[src/sv/ulte_pkg.sv]
// Package for the USB low-speed transmit line encoder.
// Holds the symbol codes, the queue entry type, the sequencer phases and the CRC16 step.
// No dependencies; every module of the block imports it.
package ulte_pkg;

	localparam logic [1:0] SYM_J   = 2'd0;
	localparam logic [1:0] SYM_K   = 2'd1;
	localparam logic [1:0] SYM_SE0 = 2'd2;

	localparam logic [15:0] CRC_POLY    = 16'hA001;
	localparam logic [15:0] CRC_INIT    = 16'hFFFF;
	localparam logic [2:0]  STUFF_LIMIT = 3'd6;

	localparam int QUEUE_DEPTH = 2;
	localparam int QW          = (QUEUE_DEPTH > 1) ? $clog2(QUEUE_DEPTH) : 1;

	// One classified byte, as the back end needs it.
	typedef struct packed {
		logic [7:0]  data;
		logic        sop;
		logic        eop;
		logic        crc_on;
		logic [15:0] crc;    // inverted CRC, valid when crc_on is set
	} ulte_cmd_t;

	typedef enum logic [2:0] {
		PH_SYNC,
		PH_DATA,
		PH_CRC_LO,
		PH_CRC_HI,
		PH_EOP,
		PH_DONE
	} ulte_phase_t;

	// Reflected CRC16 over one byte, LSB first.
	function automatic logic [15:0] crc_byte(input logic [15:0] c_in, input logic [7:0] b);
		logic [15:0] c;
		logic        fb;
		c = c_in;
		for (int i = 0; i < 8; i++) begin
			fb = c[0] ^ b[i];
			c  = {1'b0, c[15:1]};
			if (fb) begin
				c = c ^ CRC_POLY;
			end
		end
		return c;
	endfunction

endpackage

[src/sv/ulte_pkt_if.sv]
// Input channel of the line encoder: one packet byte and its framing flags per beat.
// Stand-alone interface; no package needed.
interface ulte_pkt_if;
	logic       valid;
	logic       ready;
	logic [7:0] data_byte;
	logic       start_of_packet;
	logic       end_of_packet;
	logic       append_crc;

	modport source (output valid, data_byte, start_of_packet, end_of_packet, append_crc,
		input ready);
	modport sink (input valid, data_byte, start_of_packet, end_of_packet, append_crc,
		output ready);
endinterface

[src/sv/ulte_sym_if.sv]
// Output channel of the line encoder: one line symbol per beat.
// Stand-alone interface; no package needed.
interface ulte_sym_if;
	logic       valid;
	logic       ready;
	logic [1:0] line_state;
	logic       last_symbol;

	modport source (output valid, line_state, last_symbol, input ready);
	modport sink (input valid, line_state, last_symbol, output ready);
endinterface

[src/sv/ulte_front.sv]
// Front end: accepts packet bytes, keeps the running CRC16 and builds queue entries.
// Depends on ulte_pkg and ulte_pkt_if.
module ulte_front (
	input  logic             clk,
	input  logic             arst_n,
	ulte_pkt_if.sink         pkt,
	input  logic             q_full,
	output logic             q_push,
	output ulte_pkg::ulte_cmd_t q_entry
);
	import ulte_pkg::*;

	logic [15:0] crc_q;
	logic [15:0] crc_next;

	assign pkt.ready = !q_full;
	assign q_push    = pkt.valid && !q_full;

	// The PID is not covered; a start of packet restarts the CRC instead.
	assign crc_next = pkt.start_of_packet ? CRC_INIT : crc_byte(crc_q, pkt.data_byte);

	always_comb begin
		q_entry.data   = pkt.data_byte;
		q_entry.sop    = pkt.start_of_packet;
		q_entry.eop    = pkt.end_of_packet;
		q_entry.crc_on = pkt.end_of_packet && pkt.append_crc;
		q_entry.crc    = crc_next ^ CRC_INIT;
	end

	always_ff @(posedge clk or negedge arst_n) begin
		if (!arst_n) begin
			crc_q <= CRC_INIT;
		end else if (q_push) begin
			crc_q <= pkt.end_of_packet ? CRC_INIT : crc_next;
		end
	end

endmodule

[src/sv/ulte_fifo.sv]
// Short queue of classified bytes between the front end and the symbol sequencer.
// Depends on ulte_pkg for the entry type and depth.
module ulte_fifo (
	input  logic                clk,
	input  logic                arst_n,
	input  logic                push,
	input  ulte_pkg::ulte_cmd_t wr_entry,
	input  logic                pop,
	output logic                full,
	output logic                head_valid,
	output ulte_pkg::ulte_cmd_t head
);
	import ulte_pkg::*;

	ulte_cmd_t     mem_q [QUEUE_DEPTH];
	logic [QW-1:0] wr_ptr_q;
	logic [QW-1:0] rd_ptr_q;
	logic [QW:0]   count_q;

	function automatic logic [QW-1:0] ptr_inc(input logic [QW-1:0] p);
		return (p == QW'(QUEUE_DEPTH - 1)) ? '0 : p + 1'b1;
	endfunction

	assign full       = (count_q == (QW+1)'(QUEUE_DEPTH));
	assign head_valid = (count_q != '0);
	assign head       = mem_q[rd_ptr_q];

	always_ff @(posedge clk) begin
		if (push) begin
			mem_q[wr_ptr_q] <= wr_entry;
		end
	end

	always_ff @(posedge clk or negedge arst_n) begin
		if (!arst_n) begin
			wr_ptr_q <= '0;
			rd_ptr_q <= '0;
			count_q  <= '0;
		end else begin
			if (push) begin
				wr_ptr_q <= ptr_inc(wr_ptr_q);
			end
			if (pop) begin
				rd_ptr_q <= ptr_inc(rd_ptr_q);
			end
			if (push && !pop) begin
				count_q <= count_q + 1'b1;
			end else if (pop && !push) begin
				count_q <= count_q - 1'b1;
			end
		end
	end

endmodule

[src/sv/ulte_back.sv]
// Back end: walks each queued byte through SYNC, NRZI data with bit stuffing, CRC and EOP,
// one line symbol per unstalled cycle into an output register; needs ulte_pkg, ulte_sym_if.
module ulte_back (
	input  logic                clk,
	input  logic                arst_n,
	input  logic                head_valid,
	input  ulte_pkg::ulte_cmd_t head,
	output logic                pop,
	ulte_sym_if.source          sym
);
	import ulte_pkg::*;

	logic        busy_q;
	ulte_phase_t phase_q;
	logic [2:0]  cnt_q;
	logic        stuff_q;
	logic        level_q;
	logic [2:0]  ones_q;
	logic        valid_q;
	logic [1:0]  line_q;
	logic        last_q;

	ulte_phase_t eff_phase;
	logic [2:0]  eff_cnt;
	ulte_phase_t after_byte;
	ulte_phase_t phase_d;
	logic [7:0]  cur_byte;
	logic        bit_val;
	logic        load;
	logic        fire;

	logic [1:0]  sym_d;
	logic        last_d;
	logic        level_d;
	logic [2:0]  ones_d;
	logic        stuff_d;
	logic [2:0]  cnt_d;

	assign load = !valid_q || sym.ready;
	assign fire = load && head_valid;
	assign pop  = fire && last_d;

	// A fresh entry starts without a bubble: its first phase is decoded straight off the head.
	assign eff_phase = busy_q ? phase_q : (head.sop ? PH_SYNC : PH_DATA);
	assign eff_cnt   = busy_q ? cnt_q : 3'd0;

	always_comb begin
		case (eff_phase)
			PH_CRC_LO: cur_byte = head.crc[7:0];
			PH_CRC_HI: cur_byte = head.crc[15:8];
			default:   cur_byte = head.data;
		endcase
	end
	assign bit_val = cur_byte[eff_cnt];

	always_comb begin
		case (eff_phase)
			PH_DATA:   after_byte = head.eop ? (head.crc_on ? PH_CRC_LO : PH_EOP) : PH_DONE;
			PH_CRC_LO: after_byte = PH_CRC_HI;
			default:   after_byte = PH_EOP;
		endcase
	end

	// Next phase.
	always_comb begin
		phase_d = eff_phase;
		if (!stuff_q) begin
			case (eff_phase)
				PH_SYNC: begin
					if (eff_cnt == 3'd7) begin
						phase_d = PH_DATA;
					end
				end
				PH_DATA, PH_CRC_LO, PH_CRC_HI: begin
					if (eff_cnt == 3'd7) begin
						phase_d = after_byte;
					end
				end
				default: phase_d = eff_phase;
			endcase
		end
	end

	// Symbol, line level, stuffing and counters.
	always_comb begin
		sym_d   = SYM_J;
		last_d  = 1'b0;
		level_d = level_q;
		ones_d  = ones_q;
		stuff_d = stuff_q;
		cnt_d   = eff_cnt;
		if (stuff_q) begin
			// A pending stuffed zero goes out before anything else.
			level_d = !level_q;
			ones_d  = 3'd0;
			stuff_d = 1'b0;
			sym_d   = {1'b0, !level_q};
			last_d  = (eff_phase == PH_DONE);
		end else begin
			case (eff_phase)
				PH_SYNC: begin
					sym_d = (eff_cnt == 3'd7 || !eff_cnt[0]) ? SYM_K : SYM_J;
					cnt_d = eff_cnt + 3'd1;
					if (eff_cnt == 3'd7) begin
						// SYNC ends on K, and its final one counts toward stuffing.
						level_d = 1'b1;
						ones_d  = 3'd1;
					end
				end
				PH_DATA, PH_CRC_LO, PH_CRC_HI: begin
					level_d = bit_val ? level_q : !level_q;
					ones_d  = bit_val ? ones_q + 3'd1 : 3'd0;
					stuff_d = (ones_d == STUFF_LIMIT);
					sym_d   = {1'b0, level_d};
					cnt_d   = eff_cnt + 3'd1;
					last_d  = (eff_cnt == 3'd7) && (after_byte == PH_DONE) && !stuff_d;
				end
				PH_EOP: begin
					sym_d = (eff_cnt == 3'd2) ? SYM_J : SYM_SE0;
					cnt_d = eff_cnt + 3'd1;
					if (eff_cnt == 3'd2) begin
						last_d  = 1'b1;
						level_d = 1'b0;
						ones_d  = 3'd0;
					end
				end
				default: begin
					sym_d = SYM_J;
				end
			endcase
		end
	end

	always_ff @(posedge clk or negedge arst_n) begin
		if (!arst_n) begin
			busy_q  <= 1'b0;
			phase_q <= PH_DATA;
			cnt_q   <= 3'd0;
			stuff_q <= 1'b0;
			level_q <= 1'b0;
			ones_q  <= 3'd0;
			valid_q <= 1'b0;
		end else begin
			if (fire) begin
				busy_q  <= !last_d;
				phase_q <= phase_d;
				cnt_q   <= (phase_d != eff_phase) ? 3'd0 : cnt_d;
				stuff_q <= stuff_d;
				level_q <= level_d;
				ones_q  <= ones_d;
			end
			if (load) begin
				valid_q <= head_valid;
			end
		end
	end

	always_ff @(posedge clk) begin
		if (fire) begin
			line_q <= sym_d;
			last_q <= last_d;
		end
	end

	assign sym.valid       = valid_q;
	assign sym.line_state  = line_q;
	assign sym.last_symbol = last_q;

endmodule

[src/sv/usb_ls_tx_line_encoder_core.sv]
// USB low-speed transmit line encoder. Packet bytes enter on pkt and leave as J/K/SE0 line
// symbols on sym, one symbol per beat, LSB first in NRZI with a zero stuffed after six ones.
// A start-of-packet byte is preceded by SYNC (8 symbols); an end-of-packet byte is followed
// by the optional inverted CRC16 of the bytes after the PID and by SE0, SE0, J. An ordinary
// byte yields its data symbols and any stuffed zeros, one symbol per cycle unless the output
// stalls; a start byte adds the SYNC, an end byte the EOP and any CRC. The front end takes a
// byte in any cycle in which its two-entry queue has room; the symbol output is registered,
// so the queue keeps taking bytes while the sink stalls, until it is full. Last_symbol marks
// the final symbol of each input byte. Depends on ulte_pkg and both channel interfaces.
module usb_ls_tx_line_encoder_core (
	input  logic       clk,
	input  logic       arst_n,
	ulte_pkt_if.sink   pkt,
	ulte_sym_if.source sym
);
	import ulte_pkg::*;

	logic      q_full;
	logic      q_push;
	logic      q_pop;
	logic      head_valid;
	ulte_cmd_t wr_entry;
	ulte_cmd_t head;

	ulte_front u_front (
		.clk     (clk),
		.arst_n  (arst_n),
		.pkt     (pkt),
		.q_full  (q_full),
		.q_push  (q_push),
		.q_entry (wr_entry)
	);

	ulte_fifo u_fifo (
		.clk        (clk),
		.arst_n     (arst_n),
		.push       (q_push),
		.wr_entry   (wr_entry),
		.pop        (q_pop),
		.full       (q_full),
		.head_valid (head_valid),
		.head       (head)
	);

	ulte_back u_back (
		.clk        (clk),
		.arst_n     (arst_n),
		.head_valid (head_valid),
		.head       (head),
		.pop        (q_pop),
		.sym        (sym)
	);

endmodule

[src/flat_wrapper.sv]
// flat-port wrapper written by rule: the top's interface ports become plain ports
module usb_ls_tx_line_encoder_core_flat import ulte_pkg::*;
  (clk, arst_n, pkt_valid, pkt_data_byte, pkt_start_of_packet, pkt_end_of_packet, pkt_append_crc, pkt_ready, sym_valid, sym_line_state, sym_last_symbol, sym_ready);
  ulte_pkt_if pkt_i ();
  ulte_sym_if sym_i ();
  input  logic clk;
  input  logic arst_n;
  input wire logic [$bits(pkt_i.valid)-1:0] pkt_valid;
  input wire logic [$bits(pkt_i.data_byte)-1:0] pkt_data_byte;
  input wire logic [$bits(pkt_i.start_of_packet)-1:0] pkt_start_of_packet;
  input wire logic [$bits(pkt_i.end_of_packet)-1:0] pkt_end_of_packet;
  input wire logic [$bits(pkt_i.append_crc)-1:0] pkt_append_crc;
  output wire logic [$bits(pkt_i.ready)-1:0] pkt_ready;
  output wire logic [$bits(sym_i.valid)-1:0] sym_valid;
  output wire logic [$bits(sym_i.line_state)-1:0] sym_line_state;
  output wire logic [$bits(sym_i.last_symbol)-1:0] sym_last_symbol;
  input wire logic [$bits(sym_i.ready)-1:0] sym_ready;
  assign pkt_i.valid = pkt_valid;
  assign pkt_i.data_byte = pkt_data_byte;
  assign pkt_i.start_of_packet = pkt_start_of_packet;
  assign pkt_i.end_of_packet = pkt_end_of_packet;
  assign pkt_i.append_crc = pkt_append_crc;
  assign pkt_ready = pkt_i.ready;
  assign sym_valid = sym_i.valid;
  assign sym_line_state = sym_i.line_state;
  assign sym_last_symbol = sym_i.last_symbol;
  assign sym_i.ready = sym_ready;
  usb_ls_tx_line_encoder_core u_core (.clk(clk), .arst_n(arst_n), .pkt(pkt_i), .sym(sym_i));
endmodule
[config.mk]
export PLATFORM = sky130hd
export DESIGN_NAME = usb_ls_tx_line_encoder_core_flat
export DESIGN_NICKNAME = d
export VERILOG_FILES = /design/src/sv/ulte_pkg.sv /design/src/sv/ulte_pkt_if.sv /design/src/sv/ulte_sym_if.sv /design/src/sv/ulte_front.sv /design/src/sv/ulte_fifo.sv /design/src/sv/ulte_back.sv /design/src/sv/usb_ls_tx_line_encoder_core.sv /design/src/flat_wrapper.sv
export SDC_FILE = /design/constraint.sdc
export NUM_CORES = 1
export LEC_CHECK = 0
export BUFFER_PORTS_ARGS = -buffer_cell sky130_fd_sc_hd__buf_2
export CAP_MARGIN = 0
export CORE_UTILIZATION = 40
export DETAILED_ROUTE_END_ITERATION = 16
export GPL_ROUTABILITY_DRIVEN = 0
export SLEW_MARGIN = 20
export SYNTH_ARGS = -nofsm -noshare
export SYNTH_HDL_FRONTEND = slang
export SYNTH_SLANG_ARGS = --single-unit
[constraint.sdc]
create_clock -name clk -period 3 [get_ports clk]
set_input_delay 0.45 -clock clk [delete_from_list [all_inputs] [get_ports clk]]
set_output_delay 0.45 -clock clk [all_outputs]
set_load 0.005 [all_outputs]
==> implementation parameters <==
Parameter                              Value

Run status
  Result of the run ... finished, final reports clean

Yosys
  Number of enable-type register cells in the synthesized netlist ... 57
  Xor/xnor share of the synthesized area ... 0.0563
  Main synth FF type ... sky130_fd_sc_hd__edfxtp_1
  Adder and majority cell fraction of the synthesized area ... 0.0144
  Share of synthesized area spent on multiplexers ... 0.0675
  Synthesis-stage register bit count ... 90
  Register area share after synthesis ... 0.587
  Post-Synth Simple-Gate Area ... 0.107
  Cell count after synthesis ... 367
  Distinct cell type count after synthesis ... 51
  Share of async-settable or async-resettable flops after synthesis ... 0.367
  Cell area after synthesis ... 4360 um^2
  Synth Net Count ... 387
  Syn. warnings ... 0
  Main combinational cell family by area after synthesis ... compound AO/OA/AOI/OAI gates
  Synthesized-area fraction occupied by ao, oa, aoi and oai cells ... 0.132
  Synthesized area per cell ... 11.9 um^2

Worst setup path
  Req. time, crit path ... 3.26 ns
  Worst-path fanout max ... 12
  CP max stage delay ... 0.50 ns
  Critical Path Slowest Stage Cell ... sky130_fd_sc_hd__mux4_2
  Levels on crit path ... 12
  Worst setup SP type ... flip-flop
  Crit-path most repeated cell ... sky130_fd_sc_hd__xor2_1
  Crit. End Element ... flip-flop
  Critical-path cell list ... buf_4 > nand2_1 > nor2_2 > o21ai_0 > o32ai_1 > mux4_2 > nor2b_1 > o21a_1 > ha_1 > xor2_1 > nor2_1 > xor2_1
  Classification of the worst setup path ... reg -> reg
  Worst Reg2Reg Path Length in Cells ... 12
  Top delay family on crit path ... simple AND/OR/NAND/NOR gates
  Crit path buf inv count ... 1
  Data arrival time at the worst-slack endpoint ... 3.01 ns

STA
  Count of final hold-check violations ... 0
  Highest clock frequency the design can meet ... 363 MHz
  Fin. max-slew vios ... 0
  Crit path time final ... 2.75 ns
  Period utilization ... 0.918
  Worst slew slack as a fraction of its limit ... 0.461
  Setup repair after global routing missed its margin ... no
  Worst-case clock skew ... 0.0106 ns
  Post-Route Setup TNS ... 0 ns
  Slew at the pin with the worst max-slew slack ... 0.808 ns
  Setup Viol. Count Final ... 0

Worst hold path
  Worst Hold Class ... in -> async

Finish
  Core Util, Final ... 0.461
  Synthesis-to-layout area growth ... 10.7%
  Number of antenna repair diodes ... 0
  Cell area after layout ... 4820 um^2
  Fraction of layout instances using a drive strength above 1 ... 0.203
  Number of nets in the final layout ... 410

Pwr
  Maximum VDD drop ... 0.616 mV
  PD cells ... 1140 nW/um^2
  Cell leakage power ... 1.79 nW

Die
  Die Footprint ... 11300 um^2
  Die Y ... 106 um
  Initial core utilization ... 0.416
  Site Rows ... 37
  Core region area ... 10500 um^2
  Horizontal die dimension ... 106 um
  I/O Pins ... 20

Clocking
  Clock root buffer master ... sky130_fd_sc_hd__clkbuf_8
  Longest Clk Path Bufs ... 2
  Hold bufs inserted after CTS ... 0
  CTS tree ... done
  Htree depth ... 3
  CTS Sinks ... 90
  Clock latency of the later-clocked register in the worst-skew pair ... 0.37 ns
  CTS clock-pin slew for the worst setup and hold paths ... 0.10 ns
  Clock buffers created by TritonCTS ... 9

Routing
  Total wire length ... 8710 um
  Post-detailed-route DRC marker count ... 0
  Via total after detailed routing ... 2840
  Drt initial violations ... 172
  Average routed wire per standard cell ... 16.4 um
  Total iterations of the first detailed-routing run ... 4
  Per-cell via count in the routed design ... 5.35
  Antenna-violating nets left ... 0

Global route
  First-pass GRT wire length ... 14500 um
  Initial antenna violation count ... 0
  Via count of the first global-routing pass ... 2782
  Largest net degree at the start of global routing ... 34
  GRT overflow ... 0
  GRT Resource Usage Total ... 0.169

Placement
  Placed wire-length estimate ... 6040 um
  Placed Area ... 4600 um^2
  Number of buffer cells added on primary ports ... 19

Run
  Max-cap violation count ... 0
cell type report:
type | instances | area (um^2)
tap | 136 | 170
inverter | 12 | 45.0
clock inverter | 7 | 85.1
multi-input combinational | 247 | 1650
fill | 988 | 5640
timing repair buffer | 30 | 190
clock buffer | 9 | 124
sequential | 90 | 2560
sequential cells by signal, indices dropped and copies added (netlist names):
name / cells
u_core.u_back.busy_q: 1
u_core.u_back.cnt_q: 3
u_core.u_back.level_q: 1
u_core.u_back.ones_q: 3
u_core.u_back.phase_q: 3
u_core.u_back.stuff_q: 1
u_core.u_back.sym.last_symbol: 1
u_core.u_back.sym.line_state: 2
u_core.u_back.sym.valid: 1
u_core.u_fifo.count_q: 2
u_core.u_fifo.mem_q: 54
u_core.u_fifo.rd_ptr_q: 1
u_core.u_fifo.wr_ptr_q: 1
u_core.u_front.crc_q: 16
worst paths after layout:
path                                         endpoint               startpoint  slack, ns
max                          u_core.u_fifo.count_q[1]     u_core.u_back.busy_q       0.25
min                             u_core.u_back.level_q                   arst_n       0.17
max in group asynchronous      u_core.u_back.cnt_q[2]                   arst_n       2.33
max reg2reg                  u_core.u_fifo.count_q[1]     u_core.u_back.busy_q       0.25
min reg2reg                   u_core.u_front.crc_q[2]  u_core.u_front.crc_q[2]       0.46
min in group clk           u_core.u_fifo.mem_q[0][20]         pkt_data_byte[1]       0.30
cells by family (layout without fill, tap and decap cells):
kind of cell | Yosys count | count (layout)
mux | 27 | 27
simple gates | 104 | 104
flops | 90 | 90
fa+ha+maj | 5 | 5
xor+xnor | 28 | 28
buf+inv | 30 | 58
compound gates | 83 | 83
Yosys cell counts (3+ instances only):
cell type / count / area [um^2]
sky130_fd_sc_hd__nand3_1: 3 / 15.0
sky130_fd_sc_hd__o2111ai_1: 9 / 78.8
sky130_fd_sc_hd__nor2_1: 45 / 169
sky130_fd_sc_hd__nand4_1: 4 / 25.0
sky130_fd_sc_hd__a22o_1: 3 / 26.3
sky130_fd_sc_hd__ha_1: 5 / 62.6
sky130_fd_sc_hd__nor3_1: 3 / 15.0
sky130_fd_sc_hd__nand2_1: 30 / 113
sky130_fd_sc_hd__xor2_1: 9 / 78.8
sky130_fd_sc_hd__dfstp_2: 17 / 447
sky130_fd_sc_hd__a21oi_1: 18 / 90.1
sky130_fd_sc_hd__a211o_1: 3 / 26.3
sky130_fd_sc_hd__dfrtp_1: 16 / 400
sky130_fd_sc_hd__mux2i_1: 17 / 170
sky130_fd_sc_hd__nand2b_1: 6 / 37.5
sky130_fd_sc_hd__o21ai_0: 22 / 110
sky130_fd_sc_hd__o32ai_1: 5 / 43.8
sky130_fd_sc_hd__mux2_2: 9 / 101
sky130_fd_sc_hd__clkbuf_1: 8 / 30.0
sky130_fd_sc_hd__xnor2_1: 19 / 166
sky130_fd_sc_hd__inv_1: 10 / 37.5
sky130_fd_sc_hd__nor2b_1: 3 / 18.8
sky130_fd_sc_hd__o22a_1: 6 / 52.6
sky130_fd_sc_hd__edfxtp_1: 57 / 1710
sky130_fd_sc_hd__o31ai_1: 3 / 22.5
sky130_fd_sc_hd__buf_2: 3 / 15.0
sky130_fd_sc_hd__buf_6: 4 / 45.0
routing by layer:
layer / GRT usage / wire length (um) / vias to the layer above
li1: - / - / 1387
met1: 0.224 / 4160 / 1381
met2: 0.268 / 4100 / 56
met3: 0.0386 / 267 / 16
met4: 0.0645 / 189 / 0
met5: 0 / 0 / -
placed cells by master, fill, tap and decap left out, types with 16 or more instances in the layout:
| cell type | Yosys | routed |
|---|---|---|
| sky130_fd_sc_hd__buf_2 | 3 | 19 |
| sky130_fd_sc_hd__mux2i_1 | 17 | 17 |
| sky130_fd_sc_hd__a21oi_1 | 18 | 18 |
| sky130_fd_sc_hd__o21ai_0 | 22 | 22 |
| sky130_fd_sc_hd__dfstp_2 | 17 | 17 |
| sky130_fd_sc_hd__xnor2_1 | 19 | 19 |
| sky130_fd_sc_hd__nand2_1 | 30 | 30 |
| sky130_fd_sc_hd__nor2_1 | 45 | 43 |
| sky130_fd_sc_hd__dfrtp_1 | 16 | 16 |
| sky130_fd_sc_hd__edfxtp_1 | 57 | 57 |
per-stage QoR:
step	worst slack [ns]	total power, mW	instances	hold slack [ns]
floorplan	0.253	4.02	367	0.154
global route	0.0102	5.88	531	0.230
global placement	0.199	4.62	514	0.449
detailed placement	0.158	4.66	514	0.453
finish	0.245	5.52	531	0.165
CTS	0.123	5.53	530	0.180
power breakdown:
| part | switching [mW] | internal [mW] | leakage, nW |
|---|---|---|---|
| combinational | 1.45 | 1.02 | 0.768 |
| clock | 0.464 | 0.401 | 0.109 |
| sequential | 0.237 | 1.95 | 0.909 |
| total | 2.15 | 3.37 | 1.79 |
timing repair:
action	4_1_cts	5_1_grt
gates resized for setup	0	1
buffers inserted	0	1
endpoints found under the setup margin	0	1
worst register-to-register path: stages (launching register included):
cell	delay, ns
sky130_fd_sc_hd__dfrtp_1	0.48
sky130_fd_sc_hd__buf_4	0.22
sky130_fd_sc_hd__nand2_1	0.15
sky130_fd_sc_hd__nor2_2	0.11
sky130_fd_sc_hd__o21ai_0	0.21
sky130_fd_sc_hd__o32ai_1	0.10
sky130_fd_sc_hd__mux4_2	0.50
sky130_fd_sc_hd__nor2b_1	0.23
sky130_fd_sc_hd__o21a_1	0.14
sky130_fd_sc_hd__ha_1	0.15
sky130_fd_sc_hd__xor2_1	0.16
sky130_fd_sc_hd__nor2_1	0.06
sky130_fd_sc_hd__xor2_1	0.14
(Power assumes the default switching activity.)
